`config.mk`:
```
export PLATFORM = sky130hd
export DESIGN_NAME = rspb_divider
export DESIGN_NICKNAME = d
export VERILOG_FILES = /design/src/design/rspb_pkg.sv /design/src/design/rspb_divider.sv
export SDC_FILE = /design/constraint.sdc
export NUM_CORES = 1
export LEC_CHECK = 0
export ABC_AREA = 1
export BUFFER_PORTS_ARGS = -buffer_cell sky130_fd_sc_hd__buf_2
export CORE_AREA = 2 2 201 203
export DETAILED_ROUTE_END_ITERATION = 16
export DIE_AREA = 0 0 203 205
export MAX_ROUTING_LAYER = met4
export PLACE_DENSITY = 0.45
export SYNTH_ARGS = -nofsm -noshare
export SYNTH_HDL_FRONTEND = slang
export SYNTH_SLANG_ARGS = --single-unit
```
`constraint.sdc`:
```
create_clock -name i_clk -period 4.6 [get_ports i_clk]
set_clock_uncertainty 0.1 [all_clocks]
set_input_delay 0.46 -clock i_clk [delete_from_list [all_inputs] [get_ports i_clk]]
set_output_delay 0.46 -clock i_clk [all_outputs]
set_load 0.02 [all_outputs]
```
`src/design/rspb_pkg.sv`:
```
// Shared types, constants and helpers of the radial shell profile binner.
package rspb_pkg;

    localparam int NUM_BINS  = 64;
    localparam int BIN_W     = $clog2(NUM_BINS);
    localparam int FRAC_BITS = 16;
    localparam int CFG_IDX_W = 3;
    localparam int NB_W      = 7;
    localparam int DIV_W     = 48;
    localparam int QUOT_W    = 32;
    localparam int STEP_W    = 6;

    typedef enum logic [CFG_IDX_W-1:0] {
        CFG_CENTER_X,
        CFG_CENTER_Y,
        CFG_CENTER_Z,
        CFG_OUTER_RADIUS,
        CFG_BINS_IN_USE,
        CFG_INV_BIN_WIDTH,
        CFG_PARTICLE_MASS,
        CFG_INV_SHELL_VOL
    } t_cfg_idx;

    typedef enum logic [4:0] {
        S_IDLE,
        S_CHK,
        S_SQ_MUL,
        S_SQ_ADD,
        S_SQRT,
        S_IDX_MUL,
        S_IDX,
        S_UDIV_GO,
        S_UDIV_WAIT,
        S_DOT_MUL,
        S_DOT_ADD,
        S_W_MUL,
        S_UPD,
        S_RD_ADDR,
        S_MV_CHK,
        S_MV_WAIT,
        S_DN_MUL1,
        S_DN_MUL2,
        S_DN_CHK,
        S_DN_WAIT,
        S_DONE
    } t_state;

    typedef struct packed {
        logic               start;
        logic [DIV_W-1:0]   divisor;
        logic [DIV_W-1:0]   rem;
        logic [QUOT_W-1:0]  bits;
        logic [STEP_W-1:0]  steps;
    } t_div_req;

    typedef struct packed {
        logic              done;
        logic [QUOT_W-1:0] quot;
    } t_div_rsp;

    typedef struct packed {
        logic signed [63:0] vel_sum;
        logic [47:0]        mass_sum;
        logic [31:0]        count;
    } t_entry;

    // Shell volume ratio 3i^2 + 3i + 1 for shell i
    function automatic logic [13:0] shell_div(input logic [BIN_W-1:0] idx);
        int ii;
        ii = int'(idx);
        return 14'(3 * ii * ii + 3 * ii + 1);
    endfunction

endpackage

```
`src/design/rspb_divider.sv`:
```
// Restoring divider, one quotient bit per cycle, shared by all divisions of the binner.
module rspb_divider (
    input  logic               i_clk,
    input  logic               i_rst_n,
    input  rspb_pkg::t_div_req i_req,
    output rspb_pkg::t_div_rsp o_rsp
);
    import rspb_pkg::*;

    logic [DIV_W-1:0]  r_rem, n_rem;
    logic [DIV_W-1:0]  r_div;
    logic [QUOT_W-1:0] r_bits;
    logic [QUOT_W-1:0] r_quot;
    logic [STEP_W-1:0] r_cnt;
    logic              r_busy;
    logic              r_done;
    logic [DIV_W:0]    shifted;
    logic              ge;

    always_comb begin
        shifted = {r_rem, r_bits[QUOT_W-1]};
        ge      = shifted >= {1'b0, r_div};
        n_rem   = ge ? DIV_W'(shifted - {1'b0, r_div}) : shifted[DIV_W-1:0];
    end

    always_ff @(posedge i_clk) begin
        if (!i_rst_n) begin
            r_busy <= 1'b0;
            r_done <= 1'b0;
            r_cnt  <= '0;
        end else begin
            r_done <= 1'b0;
            if (i_req.start) begin
                r_busy <= 1'b1;
                r_cnt  <= i_req.steps;
            end else if (r_busy) begin
                r_cnt <= r_cnt - 1'b1;
                if (r_cnt == STEP_W'(1)) begin
                    r_busy <= 1'b0;
                    r_done <= 1'b1;
                end
            end
        end
    end

    always_ff @(posedge i_clk) begin
        if (i_req.start) begin
            r_rem  <= i_req.rem;
            r_div  <= i_req.divisor;
            r_bits <= i_req.bits;
            r_quot <= '0;
        end else if (r_busy) begin
            r_rem  <= n_rem;
            r_bits <= {r_bits[QUOT_W-2:0], 1'b0};
            r_quot <= {r_quot[QUOT_W-2:0], ge};
        end
    end

    assign o_rsp.done = r_done;
    assign o_rsp.quot = r_quot;

    a_start_idle: assert property (@(posedge i_clk) disable iff (!i_rst_n)
        i_req.start |-> !r_busy)
        else $error("divider started while busy");
    a_rem_below: assert property (@(posedge i_clk) disable iff (!i_rst_n)
        r_busy |-> (r_rem < r_div))
        else $error("partial remainder not below divisor");
    a_done_free: assert property (@(posedge i_clk) disable iff (!i_rst_n)
        r_done |-> !r_busy)
        else $error("done while still iterating");

endmodule

```
==> results_dict.tcl, run 1 <==
set metrics [dict create \
    status "finished, final reports clean" \
    cts_max_path_buffers 2 \
    p_comb_share_pct 39.4 \
    syn_area_per_cell_um2 7.01 \
    cts_num_sinks 168 \
    ant_nets 0 \
    routed_wl_mm 35.0 \
    overflow 0 \
    setup_viol 0 \
    cts.root.buffer_cell "clkbuf_16" \
    routed_via_density 4.37 \
    die_h_um 205 \
    end_kind "register" \
    place.detailed.hpwl_mm 27.0 \
    num_rows 73 \
    grt_first_pass_wirelength_mm 55.6 \
    hold_ws_ps 61.4 \
    cts_htree_levels 4 \
    p_leak_nw 6.92 \
    core_um2 39400 \
    yosysWarnings 0 \
    antenna_found_initial 13 \
    cts_hold_buf 0 \
    final_common_cell "nand2_1" \
    syn_nets 1808 \
    min_period_over_period_pct 63.6 \
    die_area_um2 41600 \
    die_w_um 203 \
    ys_ff_latch 168 \
    seqPwrFrac_pct 33.9 \
    fillCellCount 4365 \
    crit_type "reg2reg" \
    yosysUniqueCellTypes 37 \
    area_delta_synth_final_pct 17.6 \
    hold_violations 0 \
    drc_errors 0 \
    final_nets 1965 \
    drv_slew 0 \
    postPlaceCellArea_um2 12700 \
    clkTransAtPathRegs_ps 80 \
    worstPathMaxFanout 22 \
    fin_crit_ps 2920 \
    multi_input_area_um2 5330 \
    pwr-share-clk_pct 26.7 \
    drt-met1-wl_mm 16.8 \
    globalplace.congestion 0.903 \
    drive_above_1_share_pct 13.7 \
    worstSetupStartpointType "register" \
    fin_util_pct 33.9 \
    vias 10172 \
    dr_wl_met3_mm 1.96 \
    postCtsSetupBuffers 0 \
    tightestPinTransition_ps 905 \
    powerDensity_nw_per_um2 427 \
    initial_core_util_pct 28.9 \
    setup_tns_ps 0 \
    cts_tree "yes" \
    swShare_pct 39.2 \
    required_ps 4720 \
    final_cell_mix "655 x nand2_1, 295 x inv_1, 168 x buf_2, 128 x edfxtp_1, 107 x nand3_1" \
    grt_usage_pct 17.7 \
    regArea_um2 4640 \
    yosysSeqAreaShare_pct 40.9 \
    power.internal_mw 3.47 \
    net-switching-power_mw 2.23 \
    firstDrtPassIters 5 \
    power_mw 5.70 \
    fmax_ghz 0.342 \
    worstPathArrival_ps 3040 \
    hp-class "in2reg" \
    netlist_area_um2 11400 \
    top_layer "met4" \
    syn_inst 1620 \
    ioPinCount 170 \
    final_cell_area_um2 13400 \
    cap_viol_max_count 0 \
    relSlewSlack_pct 39.7 \
    grt_pass1_vias 10287 \
    cts_buffers 17 \
    ir_drop_v 0.000214 \
    clk_latency_ps 470 \
    grt_max_degree 82 \
    io_buffers 169 \
    drt_iter0_drc 576 \
    rsz0062_at_grt "false" \
    ctsResizeCount 0 \
    wl_per_cell_um 15.0 \
    dr_wl_met2_mm 15.7 \
]
[synthesized netlist by cell type]
master | count | area share (%)
ha_1 | 50 | 5.5
buf_6 | 8 | 0.79
clkinv_1 | 1 | 0.033
nand2_1 | 655 | 22
a31oi_1 | 3 | 0.17
nor2_4 | 4 | 0.40
nor4_1 | 1 | 0.055
nor2_2 | 5 | 0.28
o21a_1 | 4 | 0.26
fa_1 | 1 | 0.18
o21bai_1 | 4 | 0.26
edfxtp_1 | 128 | 34
inv_2 | 15 | 0.50
and2_1 | 3 | 0.17
buf_2 | 5 | 0.22
nor3_1 | 9 | 0.40
a21oi_1 | 33 | 1.5
a22oi_1 | 1 | 0.066
nand3_1 | 107 | 4.7
nand2_2 | 6 | 0.33
or2_2 | 2 | 0.11
nand4_1 | 14 | 0.77
o21ai_0 | 11 | 0.48
dfxtp_1 | 40 | 7.0
o221ai_1 | 1 | 0.077
nor2_1 | 87 | 2.9
xnor2_1 | 22 | 1.7
xor2_1 | 3 | 0.23
buf_1 | 6 | 0.20
a21oi_2 | 1 | 0.077
o22ai_1 | 30 | 1.7
clkbuf_1 | 19 | 0.63
nand3b_1 | 41 | 2.7
inv_1 | 295 | 9.7
nand3_4 | 1 | 0.15
nand3_2 | 2 | 0.18
buf_4 | 2 | 0.13
[sequential cells by signal (all words and copies together) (netlist names)]
name,flops
r_cnt,6
r_quot,32
r_bits,32
r_done,1
r_rem,48
r_busy,1
r_div,48
[worst max-delay path, stage by stage, from the launching register on]
cell and delay, ps:
edfxtp_1 400, ha_1 380, nand2_1 130, nor2_1 310, nand2_1 140, inv_1 90
nand2_1 90, a21oi_2 180, nor2_4 50, nand2_2 210, buf_4 320, o21ai_0 130
nand3_1 90, nand2_1 60
[metrics by stage]
stage               setup WS (ps)  std cells
floorplan                     734       1620
global placement             1670       2283
detailed placement           1640       2283
CTS                          1640       2315
global route                 1390       2328
finish                       1680       2328
[layer usage]
layer  global-route usage, %  vias to the layer above
li1                        -                     5374
met2                    27.9                      208
met3                    5.07                       26
met1                    22.5                     4564
met5                       -                        -
met4                    4.17                        0
[power groups by stage]
stage | Combinational, mW | Clock (mW) | Sequential (mW)
finish | 2.25 | 1.52 | 1.93
global route | 2.56 | 1.62 | 1.95
CTS | 2.27 | 1.58 | 1.93
detailed placement | 2.26 | 0 | 1.96
global placement | 2.27 | 0 | 1.96
floorplan | 1.65 | 0 | 1.94
[cell type report]
class | count | share of cell area [%]
sequential | 168 | 34.8
clock inverter | 10 | 0.787
tap | 525 | 4.92
multi-input combinational | 1101 | 39.9
inverter | 311 | 8.76
antenna | 13 | 0.243
timing repair buffer | 178 | 6.95
clock buffer | 22 | 3.72
[path summary, 6_finish.rpt]
kind / from / endpoint / slack [ps] / cells past startpoint
worst max-delay path: r_rem[33]$_DFFE_PP_ / r_rem[2]$_DFFE_PP_ / 1680 / 13
worst min register to register: r_quot[31]$_SDFFE_PP0P_ / r_quot[31]$_SDFFE_PP0P_ / 380 / 2
worst max register to register: r_rem[33]$_DFFE_PP_ / r_rem[2]$_DFFE_PP_ / 1680 / 13
worst min-delay path: i_req[126] / r_div[40]$_DFFE_PP_ / 60 / 1
[cells by family after synthesis]
kind of cell,count (synthesis),synth area share [%]
simple gates,937,34.8
buf+inv,351,12.2
flops,168,40.9
compound gates,88,4.50
fa+ha+maj,51,5.68
xor+xnor,25,1.93
Power figures use the tool's default switching activity.
==> run 2: changes to the inputs <==
--- a/config.mk
+++ b/config.mk
@@ -11,7 +11,7 @@
 export DETAILED_ROUTE_END_ITERATION = 16
 export DIE_AREA = 0 0 203 205
 export MAX_ROUTING_LAYER = met4
-export PLACE_DENSITY = 0.45
+export PLACE_DENSITY = 0.47
 export SYNTH_ARGS = -nofsm -noshare
 export SYNTH_HDL_FRONTEND = slang
 export SYNTH_SLANG_ARGS = --single-unit
==> constraint.sdc (replaced) <==
create_clock -name i_clk -period 2.63 [get_ports i_clk]
set_clock_uncertainty 0.1 [all_clocks]
set_input_delay 0.263 -clock i_clk [delete_from_list [all_inputs] [get_ports i_clk]]
set_output_delay 0.263 -clock i_clk [all_outputs]
set_load 0.02 [all_outputs]
==> results_dict.tcl, run 2 (synthesized netlist as in run 1, its figures left out) <==
set metrics [dict create \
    status "finished, final reports clean" \
    vias 11204 \
    hp-class "in2reg" \
    setup_viol 0 \
    power_mw 11.6 \
    dp_slack_ps -61.0 \
    postPlaceCellArea_um2 13400 \
    routed_via_density 4.38 \
    reg.largest.list "r_div (48), r_rem (48)" \
    routed_wl_mm 38.8 \
    grt_first_pass_wirelength_mm 58.6 \
    min_path_cells 3 \
    hold_ws_ps 36.8 \
    clk_latency_ps 470 \
    cpPeakStageDelay_ps 440 \
    ir_drop_v 0.000475 \
    cts_tree "yes" \
    multi_input_area_um2 6140 \
    rsz0062_at_grt "true" \
    drive_above_1_share_pct 23.4 \
    ioPinCount 170 \
    ff2ff_path_depth 16 \
    setup_tns_ps 0 \
    tightestPinTransition_ps 778 \
    io_buffers 169 \
    core_um2 39400 \
    clkTransAtPathRegs_ps 70 \
    fin_cells 2556 \
    drc_errors 0 \
    grt_pass1_vias 11241 \
    dp_cells 2364 \
    powerDensity_nw_per_um2 703 \
    crit_path_frequent_cell "nand2_1" \
    cts_htree_levels 4 \
    worstSetupStartpointType "register" \
    cts_num_sinks 168 \
    area_delta_synth_final_pct 45.0 \
    cts.root.buffer_cell "clkbuf_16" \
    regArea_um2 4640 \
    final_nets 2205 \
    cts_max_path_buffers 2 \
    worst_slack_ps 55.9 \
    min_period_over_period_pct 97.9 \
    globalplace.congestion 0.949 \
    overflow 0 \
    worstPathMaxFanout 8 \
    firstDrtPassIters 5 \
    cts_buffers 17 \
    num_rows 73 \
    slowest_stage "edfxtp_1" \
    ant_nets 0 \
    die_w_um 203 \
    final_cell_mix "620 x nand2_1, 291 x inv_1, 168 x buf_2, 133 x dlygate4sd3_1, 128 x edfxtp_1" \
    relSlewSlack_pct 48.1 \
    p_leak_nw 8.11 \
    fmax_ghz 0.388 \
    cap_viol_max_count 0 \
    fin_util_pct 41.8 \
    place.detailed.hpwl_mm 27.7 \
    final_cell_area_um2 16500 \
    crit_type "reg2reg" \
    hold_violations 0 \
    worstPathArrival_ps 2690 \
    antenna_found_initial 1 \
    drv_slew 0 \
    final_common_cell "nand2_1" \
    required_ps 2740 \
    grt_usage_pct 18.8 \
    path_cells "ha_4 -> nand2_2 -> inv_1 -> nand2_1 -> nand2_2 -> nand2_1 -> nand2_1 -> nand2_1 -> a21oi_2 -> nor2_4 -> buf_12 -> nand2_8 -> clkbuf_16 -> nand2_1 -> nand3_1 -> nand2_1" \
    fillCellCount 4125 \
    fin_crit_ps 2570 \
    end_kind "register" \
    drt_iter0_drc 637 \
    initial_core_util_pct 28.9 \
    die_area_um2 41600 \
    grt_max_degree 135 \
    die_h_um 205 \
    wl_per_cell_um 15.2 \
]
==> run 2: cell count changes in the layout (fill, tap and decap cells not counted), moves of 6 or more <==
cell and change:
dlygate4sd3_1 +133, buf_4 +91, ha_1 -42, ha_4 +41, nand2_1 -35, nand2_2 +33
nor2_1 -21, nand3_1 -13, nand3_2 +13, diode_2 -12, nor2_4 +11, nor2_2 +10
buf_12 +6
==> run 2: report_power, final <==
| part | switching, mW | internal (mW) |
|---|---|---|
| sequential | 0.207 | 3.25 |
| combinational | 3.02 | 2.46 |
| clock | 1.27 | 1.37 |
==> run 2: worst max-delay path, delay by kind of cell (launching register included) <==
| kind | cells | cell delay (ps) |
|---|---|---|
| buf+inv | 3 | 400 |
| compound gates | 1 | 170 |
| simple gates | 11 | 910 |
| fa+ha+maj | 1 | 310 |
| flops | 1 | 440 |
==> run 2: final timing paths <==
check                            end               startpoint  slack, ps
max              r_rem[26]$_DFFE_PP_      r_rem[18]$_DFFE_PP_         60
min              r_rem[47]$_DFFE_PP_                i_req[85]         40
max reg2reg      r_rem[26]$_DFFE_PP_      r_rem[18]$_DFFE_PP_         60
min reg2reg  r_quot[31]$_SDFFE_PP0P_  r_quot[31]$_SDFFE_PP0P_        360
==> run 2: cell type report <==
class                   instances  area share (%)
clock buffers                  18            2.67
diodes                          1          0.0152
clock inverters                14           0.927
multi-input cells            1101            37.3
well taps                     525            3.99
flip-flops and latches        168            28.2
inverters                     311            7.10
repair buffers                418            19.8
==> run 2: metal layers <==
metal	part of all wire (%)	GRT usage, %	vias up	wire length [um]
met5	0	-	-	0
met2	46	30.5	218	18000
li1	-	-	5850	-
met4	1.9	4.80	0	755
met1	48	23.9	5102	18600
met3	3.9	3.77	34	1520
==> run 2: repair_timing <==
item / 4_1_cts / 5_1_grt
buffers inserted: 0 / 18
endpoints found under the setup margin: 48 / 48
pin swaps: 0 / 20
cloned: 0 / 8
gates resized for setup: 10 / 138
hold endpoints to repair: 133 / 0
hold buffers: 133 / 0
